**src/hw/rtl/rti_pkg.sv**
```systemverilog
// ----------------------------------------------------------------------------
// rti_pkg: shared constants, codes and the product schedule
// Holds the command codes, the queue depth and the table that steers the
// shared multiplier through the cross and dot products.
// ----------------------------------------------------------------------------
package rti_pkg;

  localparam int COORD_BITS_DEF = 16;
  localparam int QUEUE_DEPTH    = 2;
  localparam int NUM_STEPS      = 24;
  localparam int NUM_RES        = 10;
  localparam int DIV_BITS       = 31;

  typedef enum logic [1:0] {
    CMD_LOAD_A = 2'd0,
    CMD_LOAD_B = 2'd1,
    CMD_LOAD_C = 2'd2,
    CMD_RAY    = 2'd3
  } cmd_e;

  // Operand vectors held per ray request
  localparam logic [1:0] VEC_DIR = 2'd0;
  localparam logic [1:0] VEC_E1  = 2'd1;
  localparam logic [1:0] VEC_E2  = 2'd2;
  localparam logic [1:0] VEC_S   = 2'd3;

  // Second multiplier operand sources
  localparam logic [1:0] B_E2 = 2'd0;
  localparam logic [1:0] B_E1 = 2'd1;
  localparam logic [1:0] B_P  = 2'd2;
  localparam logic [1:0] B_Q  = 2'd3;

  // Result register slots
  localparam logic [3:0] DST_P   = 4'd0;
  localparam logic [3:0] DST_Q   = 4'd3;
  localparam logic [3:0] DST_DET = 4'd6;
  localparam logic [3:0] DST_UN  = 4'd7;
  localparam logic [3:0] DST_VN  = 4'd8;
  localparam logic [3:0] DST_TN  = 4'd9;

  localparam logic [1:0] CX = 2'd0;
  localparam logic [1:0] CY = 2'd1;
  localparam logic [1:0] CZ = 2'd2;

  typedef struct packed {
    logic [1:0] a_vec;
    logic [1:0] a_c;
    logic [1:0] b_src;
    logic [1:0] b_c;
    logic [3:0] dst;
    logic       sub;
    logic       first;
  } step_t;

  function automatic step_t mk(input logic [1:0] av, input logic [1:0] ac,
                               input logic [1:0] bs, input logic [1:0] bc,
                               input logic [3:0] d, input logic sb, input logic f);
    step_t s;
    s.a_vec = av; s.a_c = ac; s.b_src = bs; s.b_c = bc;
    s.dst = d; s.sub = sb; s.first = f;
    return s;
  endfunction

  // p = dir x e2, q = s x e1, det = e1.p, un = s.p, vn = dir.q, tn = e2.q
  function automatic step_t step_f(input logic [4:0] k);
    step_t s;
    case (k)
      5'd0:  s = mk(VEC_DIR, CY, B_E2, CZ, DST_P + 4'd0, 1'b0, 1'b1);
      5'd1:  s = mk(VEC_DIR, CZ, B_E2, CY, DST_P + 4'd0, 1'b1, 1'b0);
      5'd2:  s = mk(VEC_DIR, CZ, B_E2, CX, DST_P + 4'd1, 1'b0, 1'b1);
      5'd3:  s = mk(VEC_DIR, CX, B_E2, CZ, DST_P + 4'd1, 1'b1, 1'b0);
      5'd4:  s = mk(VEC_DIR, CX, B_E2, CY, DST_P + 4'd2, 1'b0, 1'b1);
      5'd5:  s = mk(VEC_DIR, CY, B_E2, CX, DST_P + 4'd2, 1'b1, 1'b0);
      5'd6:  s = mk(VEC_S,   CY, B_E1, CZ, DST_Q + 4'd0, 1'b0, 1'b1);
      5'd7:  s = mk(VEC_S,   CZ, B_E1, CY, DST_Q + 4'd0, 1'b1, 1'b0);
      5'd8:  s = mk(VEC_S,   CZ, B_E1, CX, DST_Q + 4'd1, 1'b0, 1'b1);
      5'd9:  s = mk(VEC_S,   CX, B_E1, CZ, DST_Q + 4'd1, 1'b1, 1'b0);
      5'd10: s = mk(VEC_S,   CX, B_E1, CY, DST_Q + 4'd2, 1'b0, 1'b1);
      5'd11: s = mk(VEC_S,   CY, B_E1, CX, DST_Q + 4'd2, 1'b1, 1'b0);
      5'd12: s = mk(VEC_E1,  CX, B_P,  CX, DST_DET, 1'b0, 1'b1);
      5'd13: s = mk(VEC_E1,  CY, B_P,  CY, DST_DET, 1'b0, 1'b0);
      5'd14: s = mk(VEC_E1,  CZ, B_P,  CZ, DST_DET, 1'b0, 1'b0);
      5'd15: s = mk(VEC_S,   CX, B_P,  CX, DST_UN,  1'b0, 1'b1);
      5'd16: s = mk(VEC_S,   CY, B_P,  CY, DST_UN,  1'b0, 1'b0);
      5'd17: s = mk(VEC_S,   CZ, B_P,  CZ, DST_UN,  1'b0, 1'b0);
      5'd18: s = mk(VEC_DIR, CX, B_Q,  CX, DST_VN,  1'b0, 1'b1);
      5'd19: s = mk(VEC_DIR, CY, B_Q,  CY, DST_VN,  1'b0, 1'b0);
      5'd20: s = mk(VEC_DIR, CZ, B_Q,  CZ, DST_VN,  1'b0, 1'b0);
      5'd21: s = mk(VEC_E2,  CX, B_Q,  CX, DST_TN,  1'b0, 1'b1);
      5'd22: s = mk(VEC_E2,  CY, B_Q,  CY, DST_TN,  1'b0, 1'b0);
      5'd23: s = mk(VEC_E2,  CZ, B_Q,  CZ, DST_TN,  1'b0, 1'b0);
      default: s = mk(VEC_DIR, CX, B_E2, CX, DST_P, 1'b0, 1'b1);
    endcase
    return s;
  endfunction

endpackage

```
**src/hw/rtl/rti_in_if.sv**
```systemverilog
// ----------------------------------------------------------------------------
// rti_in_if: request channel
// Valid/ready channel carrying a command and two coordinate triples.
// ----------------------------------------------------------------------------
interface rti_in_if #(
  parameter int CoordBits = 16
) ();
  logic                        valid;
  logic                        ready;
  logic [1:0]                  command;
  logic signed [CoordBits-1:0] point_x;
  logic signed [CoordBits-1:0] point_y;
  logic signed [CoordBits-1:0] point_z;
  logic signed [CoordBits-1:0] dir_x;
  logic signed [CoordBits-1:0] dir_y;
  logic signed [CoordBits-1:0] dir_z;

  modport source (output valid, command, point_x, point_y, point_z, dir_x, dir_y, dir_z,
                  input ready);
  modport sink (input valid, command, point_x, point_y, point_z, dir_x, dir_y, dir_z,
                output ready);
endinterface

```
**src/hw/rtl/rti_out_if.sv**
```systemverilog
// ----------------------------------------------------------------------------
// rti_out_if: result channel
// Valid/ready channel carrying the hit flag and the Q16.16 distance.
// ----------------------------------------------------------------------------
interface rti_out_if ();
  logic               valid;
  logic               ready;
  logic               hit;
  logic signed [31:0] distance;

  modport source (output valid, hit, distance, input ready);
  modport sink (input valid, hit, distance, output ready);
endinterface

```
**src/hw/rtl/rti_front.sv**
```systemverilog
// ----------------------------------------------------------------------------
// rti_front: request intake
// Stores vertex loads and turns each ray request into edge and offset
// vectors that are pushed into the queue.
// ----------------------------------------------------------------------------
module rti_front import rti_pkg::*; #(
  parameter int COORD_BITS = COORD_BITS_DEF,
  localparam int EW = COORD_BITS + 1
) (
  input  logic            clk_i,
  input  logic            rst_ni,
  rti_in_if.sink          req_i,
  input  logic            full_i,
  output logic            push_o,
  output logic [12*EW-1:0] entry_o
);

  logic signed [COORD_BITS-1:0] va_q [3];
  logic signed [COORD_BITS-1:0] vb_q [3];
  logic signed [COORD_BITS-1:0] vc_q [3];
  logic signed [COORD_BITS-1:0] pt [3];
  logic signed [COORD_BITS-1:0] dr [3];
  logic                         acc;

  assign pt[0] = req_i.point_x;
  assign pt[1] = req_i.point_y;
  assign pt[2] = req_i.point_z;
  assign dr[0] = req_i.dir_x;
  assign dr[1] = req_i.dir_y;
  assign dr[2] = req_i.dir_z;

  assign req_i.ready = !full_i;
  assign acc         = req_i.valid && !full_i;
  assign push_o      = acc && (cmd_e'(req_i.command) == CMD_RAY);

  always_ff @(posedge clk_i or negedge rst_ni) begin
    if (!rst_ni) begin
      for (int i = 0; i < 3; i++) begin
        va_q[i] <= '0;
        vb_q[i] <= '0;
        vc_q[i] <= '0;
      end
    end else if (acc) begin
      case (cmd_e'(req_i.command))
        CMD_LOAD_A: for (int i = 0; i < 3; i++) va_q[i] <= pt[i];
        CMD_LOAD_B: for (int i = 0; i < 3; i++) vb_q[i] <= pt[i];
        CMD_LOAD_C: for (int i = 0; i < 3; i++) vc_q[i] <= pt[i];
        default: ;
      endcase
    end
  end

  // Pack dir, e1, e2, s; one slot per vector and component
  always_comb begin
    for (int i = 0; i < 3; i++) begin
      entry_o[(VEC_DIR*3+i)*EW +: EW] = EW'(dr[i]);
      entry_o[(VEC_E1*3+i)*EW +: EW]  = EW'($signed({vb_q[i][COORD_BITS-1], vb_q[i]})
                                          - $signed({va_q[i][COORD_BITS-1], va_q[i]}));
      entry_o[(VEC_E2*3+i)*EW +: EW]  = EW'($signed({vc_q[i][COORD_BITS-1], vc_q[i]})
                                          - $signed({va_q[i][COORD_BITS-1], va_q[i]}));
      entry_o[(VEC_S*3+i)*EW +: EW]   = EW'($signed({pt[i][COORD_BITS-1], pt[i]})
                                          - $signed({va_q[i][COORD_BITS-1], va_q[i]}));
    end
  end

endmodule

```
**src/hw/rtl/rti_queue.sv**
```systemverilog
// ----------------------------------------------------------------------------
// rti_queue: ray queue
// Short FIFO between intake and the arithmetic engine.
// ----------------------------------------------------------------------------
module rti_queue import rti_pkg::*; #(
  parameter int WIDTH = 12
) (
  input  logic             clk_i,
  input  logic             rst_ni,
  input  logic             push_i,
  input  logic [WIDTH-1:0] data_i,
  input  logic             pop_i,
  output logic [WIDTH-1:0] data_o,
  output logic             full_o,
  output logic             empty_o
);

  localparam int PW = $clog2(QUEUE_DEPTH);

  logic [WIDTH-1:0] mem_q [QUEUE_DEPTH];
  logic [PW-1:0]    wr_q, rd_q;
  logic [PW:0]      cnt_q;

  assign full_o  = (cnt_q == (PW+1)'(QUEUE_DEPTH));
  assign empty_o = (cnt_q == '0);
  assign data_o  = mem_q[rd_q];

  always_ff @(posedge clk_i) begin
    if (push_i) mem_q[wr_q] <= data_i;
  end

  always_ff @(posedge clk_i or negedge rst_ni) begin
    if (!rst_ni) begin
      wr_q  <= '0;
      rd_q  <= '0;
      cnt_q <= '0;
    end else begin
      if (push_i) wr_q <= (wr_q == PW'(QUEUE_DEPTH-1)) ? '0 : wr_q + 1'b1;
      if (pop_i)  rd_q <= (rd_q == PW'(QUEUE_DEPTH-1)) ? '0 : rd_q + 1'b1;
      cnt_q <= cnt_q + (PW+1)'(push_i) - (PW+1)'(pop_i);
    end
  end

endmodule

```
**src/hw/rtl/rti_back.sv**
```systemverilog
// ----------------------------------------------------------------------------
// rti_back: arithmetic engine
// Runs the product schedule on one shared multiplier, tests the
// barycentric limits, divides for t and holds the result register.
// ----------------------------------------------------------------------------
module rti_back import rti_pkg::*; #(
  parameter int COORD_BITS = COORD_BITS_DEF,
  localparam int EW = COORD_BITS + 1
) (
  input  logic             clk_i,
  input  logic             rst_ni,
  input  logic [12*EW-1:0] entry_i,
  input  logic             empty_i,
  output logic             pop_o,
  rti_out_if.source        rsp_o
);

  localparam int W  = 3*COORD_BITS + 6;
  localparam int BW = 2*COORD_BITS + 3;
  localparam int PW = EW + BW;
  localparam int RW = W + 1;

  typedef enum logic [5:0] {
    S_IDLE   = 6'b000001,
    S_MUL    = 6'b000010,
    S_CHECK  = 6'b000100,
    S_TEST   = 6'b001000,
    S_DIV    = 6'b010000,
    S_RESULT = 6'b100000
  } state_e;

  state_e               state_q;
  logic signed [EW-1:0] op_q  [12];
  logic signed [W-1:0]  res_q [NUM_RES];
  logic signed [PW-1:0] prod_q;
  step_t                ctl_q;
  logic                 pv_q;
  logic [4:0]           step_q;
  step_t                st;
  logic [3:0]           a_idx, b_idx, bd_idx;
  logic signed [BW-1:0] b_op;

  logic [W-1:0]         dmag_q, tmag_q;
  logic signed [W-1:0]  un_q, vn_q;
  logic                 tneg_q;
  logic [RW-1:0]        rem_q;
  logic [DIV_BITS-1:0]  low_q, quo_q;
  logic [4:0]           cnt_q;
  logic                 rhit_q;
  logic [31:0]          rdist_q;
  logic                 ovalid_q, ohit_q;
  logic [31:0]          odist_q;

  logic signed [W-1:0]  det, tn_s;
  logic                 dneg;
  logic signed [W+1:0]  uv_sum;
  logic [W+15:0]        mag;
  logic [RW-1:0]        rem2;
  logic [DIV_BITS-1:0]  quo_n;

  assign st     = step_f(step_q);
  assign a_idx  = 4'({2'b0, st.a_vec} * 4'd3 + {2'b0, st.a_c});
  assign b_idx  = 4'(((st.b_src == B_E1) ? 4'd3 : 4'd6) + {2'b0, st.b_c});
  assign bd_idx = 4'(((st.b_src == B_P) ? DST_P : DST_Q) + {2'b0, st.b_c});
  assign b_op   = (st.b_src == B_P || st.b_src == B_Q) ? res_q[bd_idx][BW-1:0]
                                                         : BW'(op_q[b_idx]);

  assign pop_o = (state_q == S_IDLE) && !empty_i;

  assign det    = res_q[DST_DET];
  assign dneg   = det[W-1];
  assign tn_s   = dneg ? -res_q[DST_TN] : res_q[DST_TN];
  assign uv_sum = (W+2)'(un_q) + (W+2)'(vn_q);
  assign mag    = {tmag_q, 16'b0};
  assign rem2   = {rem_q[W-1:0], low_q[DIV_BITS-1]};
  assign quo_n  = {quo_q[DIV_BITS-2:0], (rem2 >= RW'(dmag_q))};

  // Multiplier and accumulate: issue a product, add it the next cycle
  always_ff @(posedge clk_i) begin
    if (pop_o) begin
      for (int i = 0; i < 12; i++) op_q[i] <= entry_i[i*EW +: EW];
    end
    prod_q <= PW'(op_q[a_idx] * b_op);
    ctl_q  <= st;
    if (pv_q) begin
      res_q[ctl_q.dst] <= (ctl_q.first ? W'(0) : res_q[ctl_q.dst])
                        + (ctl_q.sub ? -W'(prod_q) : W'(prod_q));
    end
  end

  // Sign folding, limit test and division datapath
  always_ff @(posedge clk_i) begin
    case (state_q)
      S_CHECK: begin
        dmag_q <= dneg ? W'(-det) : W'(det);
        un_q   <= dneg ? -res_q[DST_UN] : res_q[DST_UN];
        vn_q   <= dneg ? -res_q[DST_VN] : res_q[DST_VN];
        tneg_q <= tn_s[W-1];
        tmag_q <= tn_s[W-1] ? W'(-tn_s) : W'(tn_s);
        rhit_q  <= 1'b0;
        rdist_q <= '0;
      end
      S_TEST: begin
        rem_q <= RW'(mag[W+15:DIV_BITS]);
        low_q <= mag[DIV_BITS-1:0];
        quo_q <= '0;
        cnt_q <= 5'(DIV_BITS);
        if (!(un_q[W-1] || vn_q[W-1] || uv_sum > $signed({2'b0, dmag_q}))) begin
          rhit_q  <= 1'b1;
          rdist_q <= tneg_q ? 32'h8000_0000 : 32'h7FFF_FFFF;
        end
      end
      S_DIV: begin
        rem_q <= (rem2 >= RW'(dmag_q)) ? rem2 - RW'(dmag_q) : rem2;
        low_q <= {low_q[DIV_BITS-2:0], 1'b0};
        quo_q <= quo_n;
        cnt_q <= cnt_q - 1'b1;
        if (cnt_q == 5'd1) begin
          rdist_q <= tneg_q ? 32'(-{1'b0, quo_n}) : {1'b0, quo_n};
        end
      end
      default: ;
    endcase
  end

  always_ff @(posedge clk_i or negedge rst_ni) begin
    if (!rst_ni) begin
      state_q  <= S_IDLE;
      step_q   <= '0;
      pv_q     <= 1'b0;
      ovalid_q <= 1'b0;
      ohit_q   <= 1'b0;
      odist_q  <= '0;
    end else begin
      if (state_q == S_RESULT && (!ovalid_q || rsp_o.ready)) begin
        ovalid_q <= 1'b1;
      end else if (rsp_o.ready) begin
        ovalid_q <= 1'b0;
      end
      pv_q <= (state_q == S_MUL) && (step_q < 5'(NUM_STEPS));
      case (state_q)
        S_IDLE: begin
          step_q <= '0;
          if (pop_o) state_q <= S_MUL;
        end
        S_MUL: begin
          if (step_q == 5'(NUM_STEPS)) state_q <= S_CHECK;
          else step_q <= step_q + 1'b1;
        end
        S_CHECK: state_q <= (det == '0) ? S_RESULT : S_TEST;
        S_TEST: begin
          if (un_q[W-1] || vn_q[W-1] || uv_sum > $signed({2'b0, dmag_q})) begin
            state_q <= S_RESULT;
          end else if (RW'(mag[W+15:DIV_BITS]) >= RW'(dmag_q)) begin
            state_q <= S_RESULT;
          end else begin
            state_q <= S_DIV;
          end
        end
        S_DIV: if (cnt_q == 5'd1) state_q <= S_RESULT;
        S_RESULT: begin
          if (!ovalid_q || rsp_o.ready) begin
            ohit_q   <= rhit_q;
            odist_q  <= rdist_q;
            state_q  <= S_IDLE;
          end
        end
        default: state_q <= S_IDLE;
      endcase
    end
  end

  assign rsp_o.valid    = ovalid_q;
  assign rsp_o.hit      = ohit_q;
  assign rsp_o.distance = odist_q;

endmodule

```
**src/hw/rtl/ray_triangle_intersect_top.sv**
```systemverilog
// ----------------------------------------------------------------------------
// ray_triangle_intersect_top: ray/triangle hit test
// Moller-Trumbore intersection of one stored triangle with streamed rays.
// ----------------------------------------------------------------------------
// Send vertex loads (command a, b, c) and ray tests on req_i; each ray test
// returns one response on rsp_o with a hit flag and t in signed Q16.16
// (truncated toward zero, saturated, 0 on a miss; negative t is a hit behind
// the origin). A vertex load produces no response, and rays already queued
// keep the triangle that was loaded when they arrived. After leaving the
// queue, a ray is taken into the operand registers, runs through the shared
// multiplier (24 products plus the last accumulate), then sign folding, the
// limit test and the load of the response register; a zero determinant skips
// the limit test. A hit that does not saturate also passes through the
// bit-serial divider before the response register. Two rays may wait in the
// queue while the engine works, and the response register lets the next ray
// start while a response waits to be taken; a second finished response holds
// the engine until then.
module ray_triangle_intersect_top import rti_pkg::*; #(
  parameter int COORD_BITS = COORD_BITS_DEF
) (
  input  logic       clk_i,
  input  logic       rst_ni,
  rti_in_if.sink     req_i,
  rti_out_if.source  rsp_o
);

  localparam int EW = COORD_BITS + 1;

  logic              push, pop, full, empty;
  logic [12*EW-1:0]  entry_in, entry_out;

  // Intake: hold vertices, form edge vectors for each ray request
  rti_front #(.COORD_BITS(COORD_BITS)) u_front (
    .clk_i   (clk_i),
    .rst_ni  (rst_ni),
    .req_i   (req_i),
    .full_i  (full),
    .push_o  (push),
    .entry_o (entry_in)
  );

  // Decouple intake from the long arithmetic sequence
  rti_queue #(.WIDTH(12*EW)) u_queue (
    .clk_i   (clk_i),
    .rst_ni  (rst_ni),
    .push_i  (push),
    .data_i  (entry_in),
    .pop_i   (pop),
    .data_o  (entry_out),
    .full_o  (full),
    .empty_o (empty)
  );

  // Engine: products, limit test, division, response register
  rti_back #(.COORD_BITS(COORD_BITS)) u_back (
    .clk_i   (clk_i),
    .rst_ni  (rst_ni),
    .entry_i (entry_out),
    .empty_i (empty),
    .pop_o   (pop),
    .rsp_o   (rsp_o)
  );

endmodule
```
**src/flat_wrapper.sv**
```systemverilog
// flat-port wrapper written by rule: the top's interface ports become plain ports
module ray_triangle_intersect_top_flat import rti_pkg::*;
#(
  parameter int COORD_BITS = COORD_BITS_DEF
)
  (clk_i, rst_ni, req_i_valid, req_i_command, req_i_point_x, req_i_point_y, req_i_point_z, req_i_dir_x, req_i_dir_y, req_i_dir_z, req_i_ready, rsp_o_valid, rsp_o_hit, rsp_o_distance, rsp_o_ready);
  rti_in_if req_i_i ();
  rti_out_if rsp_o_i ();
  input  logic clk_i;
  input  logic rst_ni;
  input wire logic [$bits(req_i_i.valid)-1:0] req_i_valid;
  input wire logic [$bits(req_i_i.command)-1:0] req_i_command;
  input wire logic [$bits(req_i_i.point_x)-1:0] req_i_point_x;
  input wire logic [$bits(req_i_i.point_y)-1:0] req_i_point_y;
  input wire logic [$bits(req_i_i.point_z)-1:0] req_i_point_z;
  input wire logic [$bits(req_i_i.dir_x)-1:0] req_i_dir_x;
  input wire logic [$bits(req_i_i.dir_y)-1:0] req_i_dir_y;
  input wire logic [$bits(req_i_i.dir_z)-1:0] req_i_dir_z;
  output wire logic [$bits(req_i_i.ready)-1:0] req_i_ready;
  output wire logic [$bits(rsp_o_i.valid)-1:0] rsp_o_valid;
  output wire logic [$bits(rsp_o_i.hit)-1:0] rsp_o_hit;
  output wire logic [$bits(rsp_o_i.distance)-1:0] rsp_o_distance;
  input wire logic [$bits(rsp_o_i.ready)-1:0] rsp_o_ready;
  assign req_i_i.valid = req_i_valid;
  assign req_i_i.command = req_i_command;
  assign req_i_i.point_x = req_i_point_x;
  assign req_i_i.point_y = req_i_point_y;
  assign req_i_i.point_z = req_i_point_z;
  assign req_i_i.dir_x = req_i_dir_x;
  assign req_i_i.dir_y = req_i_dir_y;
  assign req_i_i.dir_z = req_i_dir_z;
  assign req_i_ready = req_i_i.ready;
  assign rsp_o_valid = rsp_o_i.valid;
  assign rsp_o_hit = rsp_o_i.hit;
  assign rsp_o_distance = rsp_o_i.distance;
  assign rsp_o_i.ready = rsp_o_ready;
  ray_triangle_intersect_top #(.COORD_BITS(COORD_BITS)) u_core (.clk_i(clk_i), .rst_ni(rst_ni), .req_i(req_i_i), .rsp_o(rsp_o_i));
endmodule
```
**config.mk**
```make
export PLATFORM = sky130hd
export DESIGN_NAME = ray_triangle_intersect_top_flat
export DESIGN_NICKNAME = d
export VERILOG_FILES = /design/src/hw/rtl/rti_pkg.sv /design/src/hw/rtl/rti_in_if.sv /design/src/hw/rtl/rti_out_if.sv /design/src/hw/rtl/rti_front.sv /design/src/hw/rtl/rti_queue.sv /design/src/hw/rtl/rti_back.sv /design/src/hw/rtl/ray_triangle_intersect_top.sv /design/src/flat_wrapper.sv
export SDC_FILE = /design/constraint.sdc
export NUM_CORES = 2
export LEC_CHECK = 0
export BUFFER_PORTS_ARGS = -buffer_cell sky130_fd_sc_hd__buf_2
export CAP_MARGIN = 25
export CORE_MARGIN = 4
export CORE_UTILIZATION = 45
export DETAILED_ROUTE_END_ITERATION = 8
export HOLD_SLACK_MARGIN = 0.03
export PLACE_DENSITY_LB_ADDON = 0.2
export REMOVE_ABC_BUFFERS = 1
export SLEW_MARGIN = 40
export SYNTH_ARGS = -nofsm -noshare
export SYNTH_HDL_FRONTEND = slang
export SYNTH_SLANG_ARGS = --single-unit
```
**constraint.sdc**
```tcl
create_clock -name clk_i -period 31.4 [get_ports clk_i]
set_input_delay 1.57 -clock clk_i [delete_from_list [all_inputs] [get_ports clk_i]]
set_output_delay 1.57 -clock clk_i [all_outputs]
set_load 0.02 [all_outputs]
```
### Yosys cells after proc, flatten, opt, wreduce, memory -nomap -nowiden

Memory sizes are Yosys's and may differ from the RTL's. A register that Yosys moved wholly into a read port is not among the register bits.
Index checks and enable logic that the tools add are counted.

| word-level totals | value |
|---|---|
| bits in read-only memories | 448 |
| memories | 4 |
| memory bits (writable) | 1,152 |
| input bits | 102 |
| register bits | 622 |

Memories:

| memory | words | bits a word | rd ports | clocked after Yosys merged registers in | write ports | line | RTL |
|---|---|---|---|---|---|---|---|
| u_core.u_back.res_q | 10 | 54 | 6 | 1 | 1 | rti_back.sv:34 | `logic signed [W-1:0] res_q [NUM_RES];` |
| (name not given) | 32 | 14 | 1 | 0 | 0 | rti_pkg.sv:67 | `case (k)` |
| u_core.u_queue.mem_q | 2 | 204 | 1 | 0 | 1 | rti_queue.sv:20 | `logic [WIDTH-1:0] mem_q [QUEUE_DEPTH];` |
| u_core.u_back.op_q | 12 | 17 | 2 | 0 | 12 | rti_back.sv:33 | `logic signed [EW-1:0] op_q [12];` |

| cells by class | value |
|---|---|
| reductions and logical operators | 28 |
| order comparisons | 4 |
| $add $sub $neg | 28 |
| multiplexer cells | 42 |
| $mul | 2 |
| eq/ne operators | 21 |

Operators by type and width:

| kind | number |
|---|---|
| $mux 54 | 6 |
| $neg 54->54 | 5 |
| $sub 16x16->17 | 9 |
| $mux 32 | 4 |
| $pmux 54 s2 | 1 |
| $mux 53 | 2 |
| $pmux 32 s3 | 1 |
| $pmux 31 s2 | 1 |
| $pmux 30 s2 | 1 |
| $add 54x54->55 | 1 |
| $ge 55x54->1 | 1 |
| $gt 55x55->1 | 1 |
| $add 54x54->54 | 1 |
| $ge 39x54->1 | 1 |
| $logic_not 54->1 | 1 |
| $neg 52->54 | 1 |
| $sub 54x54->54 | 1 |
| $mul 17x35->52 | 1 |
| $mux 6 | 7 |
| $pmux 6 s6 | 1 |
| $mux 35 | 1 |
| $neg 31->32 | 1 |
| $pmux 5 s2 | 2 |
| $reduce_and 2->1 | 6 |
| 35 further kinds | 68 |

### Logic depth before layout (Yosys ltp)

An unclocked memory read counts as a cell.

| logic depth | value |
|---|---|
| depth in word-level cells | 7 |
| mapped depth | 43 |
| depth with buffers taken out | 40 |

### Cells and area by module

Synthesis repeated with hierarchy kept, for this count alone.

| second synthesis, totals | value |
|---|---|
| cell total of the unflattened synthesis | 9,488 |
| area total of the unflattened synthesis | 113,707.8 µm² |

Modules (own cells, without submodules):

| module | area an instance (µm²) | times used | sequential area each (µm²) | cells each |
|---|---|---|---|---|
| rti_back | 86,003.7 | 1 | 35,285.1 | 7,495 |
| rti_queue | 15,536.2 | 1 | 12,351.8 | 650 |
| rti_front | 12,167.9 | 1 | 3,603.5 | 1,343 |

### Worst setup path before layout

No wires, ideal clock.

| path | value |
|---|---|
| path type | register to register |
| start | reg u_core.u_back.state_q[2] |
| end | reg u_core.u_queue.cnt_q[1] |
| library setup time | 80 ps |
| data required time | 31,320 ps |
| path buffers | 0 |
| cell stages (with the launch flop) | 9 |
| arrival time | 11,119 ps |
| period minus slack after synthesis | 11,199 ps |
| path slack | 20,201 ps |
| path through | dfrtp_1 > nor4_1 > nand3b_1 > nor2_1 > ha_1 > inv_1 > ha_1 > xnor2_1 > xnor2_1 |

| between the ends | value |
|---|---|
| word-level cells in the longest chain between the ends | 3 |

RTL lines:

| element | line | RTL |
|---|---|---|
| from (decl) | rti_back.sv:32 | `state_e state_q;` |
| from (signal assigned) | rti_back.sv:150 | `S_CHECK: state_q <= (det == '0) ? S_RESULT : S_TEST;` |
| $eq 6x1->1 | rti_back.sv:68 | `assign pop_o = (state_q == S_IDLE) && !empty_i;` |
| $logic_and 1x1->1 | rti_back.sv:68 |  |
| via u_core.pop | ray_triangle_intersect_top.sv:29 | `logic push, pop, full, empty;` |
| $sub 2x1->2 | rti_queue.sv:40 | `cnt_q <= cnt_q + (PW+1)'(push_i) - (PW+1)'(pop_i);` |
| to (signal assigned) | rti_queue.sv:40 |  |
| to (decl) | rti_queue.sv:22 | `logic [PW:0] cnt_q;` |

The timed path passes the listed nets, and every way through them passes these cells.
A chain may end at the register's enable or synchronous reset.

### Final worst setup path

| path | value |
|---|---|
| start | reg u_core.u_back.step_q[1] |
| end | reg u_core.u_back.prod_q[48] |

| between the ends | value |
|---|---|
| word-level cells in the longest chain between the ends | 7 |

RTL lines:

| element | line | RTL |
|---|---|---|
| from (decl) | rti_back.sv:38 | `logic [4:0] step_q;` |
| from (signal assigned) | rti_back.sv:148 | `else step_q <= step_q + 1'b1;` |
| $mem_v2 32x14 (*) | - |  |
| branches (longest 5 deep; another with $mem_v2 12x17) | - |  |
| $mul 17x35->52 (*) | rti_back.sv:83 | `prod_q <= PW'(op_q[a_idx] * b_op);` |
| to (signal assigned) | rti_back.sv:83 |  |
| to (decl) | rti_back.sv:35 | `logic signed [PW-1:0] prod_q;` |

Mark *: on every way between the ends.

==> impl_metrics.ini <==
[status]
status = finished clean

[yosys]
synth_top_area_share_pct = 39.9
netlist.top_cell.by_area = edfxtp_1
ys_async_sr_fraction_pct = 11.1
synth-edff-count = 1497
ys_ff_latch = 1749
avgSynthCellArea_um2 = 11.7
synth-seq-area-share_pct = 45.3
ys_top_cells_by_area = edfxtp_1 40%, fa_1 10%, ha_1 6.0%
synth_cells = 9612
ys_types = 80
ys_warn_count = 0
synth_most_common_cell = edfxtp_1
syn_area_mm2 = 0.113
synthTopCellsByCount = 1497 x edfxtp_1, 944 x inv_1, 769 x nand2_1
synth_flop_cell = edfxtp_1

[global_routing]
grt_use_total_pct = 23.4
grt_pass1_vias = 76800
antenna_found_initial = 9
grt_pass1_wl_um = 466000
grt-ovfl-total = 0
grt_max_degree = 146

[die]
initial_utilization_pct = 45.3
pin_count = 137
core_mm2 = 0.249
floorplan.rows = 183
die_w_um = 508
dieArea_mm2 = 0.258
die_h_um = 508

[routing]
routedWlPerCell_um = 23.2
drt-pass1-iter-count = 6
wl_um = 305000
route.vias.total = 75200
ant_nets = 0
drc_errors = 0
drt-initial-drc-count = 5445
via_per_inst = 5.72

[timing]
fin_skew_ns = 0.0759
period_minus_slack_ns = 11.89
slew_headroom_pct = 35.8
worstMarginPinSlew_ns = 0.953
finalSetupTns_ns = 0
drv_slew = 0
period_share_pct = 37.9
rsz0062_at_grt = no
fmax_ghz = 0.0841
setup_viol = 0
final-hold-violation-count = 0

[worst_setup_path]
reg2reg_setup_slack_ns = 19.51
cp-start-kind = register
path_delay_family = adder cells
crit_path_end = u_core.u_back.prod_q[48]
critPathCaptureType = register
rr_worst_depth = 35
arrival_ns = 12.62
r2r_end = u_core.u_back.prod_q[48]
critPathMaxFanout = 36
slowest_stage = fa_4
crit_required_ns = 32.13
r2r-start = u_core.u_back.step_q[1]
worstSetupPathType = register to register
slowest_delay_ns = 1.19
crit_buf_inv = 8
critPathLaunch = u_core.u_back.step_q[1]
path_depth = 35

[layout]
nNetsFinal = 10900
layout-drive-gt1-share_pct = 14.1
fill_cells = 21900
syn_to_final_growth_pct = 10.9

[clocking]
cts_root_buf = clkbuf_16
insertion_delay_ns = 0.87
ctsHoldBuffers = 0
htreeDepth = 4
cts_buffer_depth = 3
cts_resized = 0
cts_buffers = 191
clk_pin_slew_ns = 0.06
postCtsSetupRepairBufs = 0
tritoncts = done
cts_sinks = 1749

[worst_hold_path]
hold_path_depth = 1
hold_class = register to register

[placed_design]
hpwl_um = 229000
place.gp.congestion = 0.935
numPortBuffers = 136

[job]
maxCapViolations = 0
==> state kept, by name (all words and copies together) (netlist names), 48 cells and up <==
register,count
u_core.u_back.res_q,540
u_core.u_queue.mem_q,402
u_core.u_back.op_q,201
u_core.u_back.dmag_q,54
u_core.u_back.rem_q,54
u_core.u_back.tmag_q,54
u_core.u_back.un_q,54
u_core.u_back.vn_q,54
u_core.u_back.prod_q,52
u_core.u_front.va_q,48
u_core.u_front.vb_q,48
u_core.u_front.vc_q,48
==> cell families (layout without fill, tap and decap cells) <==
group | after synthesis | count (layout) | synth area share (%)
adder cells (fa/ha/maj) | 1123 | 1123 | 16.4
buffers and inverters | 1369 | 1578 | 4.57
flip-flops | 1749 | 1749 | 45.3
XOR/XNOR | 588 | 588 | 4.58
AO/OA/AOI/OAI | 1664 | 1664 | 9.49
AND/OR/NAND/NOR | 2405 | 2405 | 9.91
other | 0 | 2 | 0
multiplexers | 714 | 714 | 9.80
==> metrics by stage <==
step	std cells	cell area (um^2)	setup WS [ns]	hold WS [ns]	util, %
finish	13200	125000	19.51	0.478	50.2
detailed placement	12800	118000	19.57	0.467	47.3
global placement	12800	117000	19.41	0.462	47.1
floorplan	9189	111000	15.94	0.450	-
global route	13200	125000	18.91	0.500	50.2
CTS	13100	124000	19.52	0.480	50.0
==> metal layers <==
metal  wire length [um]  vias to the layer above  global-route usage, %
li1                   -                    34500                      -
met1             130000                    38200                   31.1
met2             150000                     2040                   39.9
met3              14500                      502                   3.05
met4              10800                       12                   7.78
met5                 92                        -                      0
==> worst min path at each step <==
stage,startpoint,to,slack [ns]
2_1_floorplan,u_core.u_front.vb_q[0],u_core.u_front.vb_q[0],0.45
3_3_place_gp,u_core.u_back.rdist_q[7],u_core.u_back.rsp_o.distance[7],0.46
3_5_place_dp,u_core.u_back.rdist_q[31],u_core.u_back.rsp_o.distance[31],0.47
4_1_cts,u_core.u_back.rdist_q[31],u_core.u_back.rsp_o.distance[31],0.48
5_1_grt,u_core.u_back.rdist_q[19],u_core.u_back.rsp_o.distance[19],0.50
6_report,u_core.u_back.rdist_q[31],u_core.u_back.rsp_o.distance[31],0.48
==> layout by cell type (no fill, tap or decap), drive strengths merged, types with 50 or more instances in the layout <==
cell    synthesis  routed
a211oi        149     149
a21boi         50      50
a21o          156     156
a21oi         336     336
a31oi         109     109
buf            50     270
clkbuf        373     243
clkinv          2      70
dfrtp         193     193
dfxtp          58      58
edfxtp       1497    1497
fa            582     582
ha            541     541
inv           944     951
mux2          330     330
mux2i         107     107
mux4          277     277
nand2         769     769
nand2b        122     122
nand3         103     103
nand4          54      54
nor2          754     754
nor2b         139     139
nor3          125     125
o21ai         432     432
o31ai          88      88
or3            64      64
or4            51      51
xnor2         480     480
xor2          108     108
==> layout make-up <==
cell class                 instances  area, um^2  area share, %
antenna                            2        5.00        0.00401
timing repair buffer             271        2040           1.63
clock inverter                   119        1660           1.33
tap                             3330        4170           3.34
sequential                      1749       51000           40.9
inverter                         946        3560           2.85
multi-input combinational       6494       57200           45.8
clock buffer                     242        5190           4.15
Power is not shown: default switching activity piles up to over one toggle a cycle in this logic, so the estimate is an artifact.
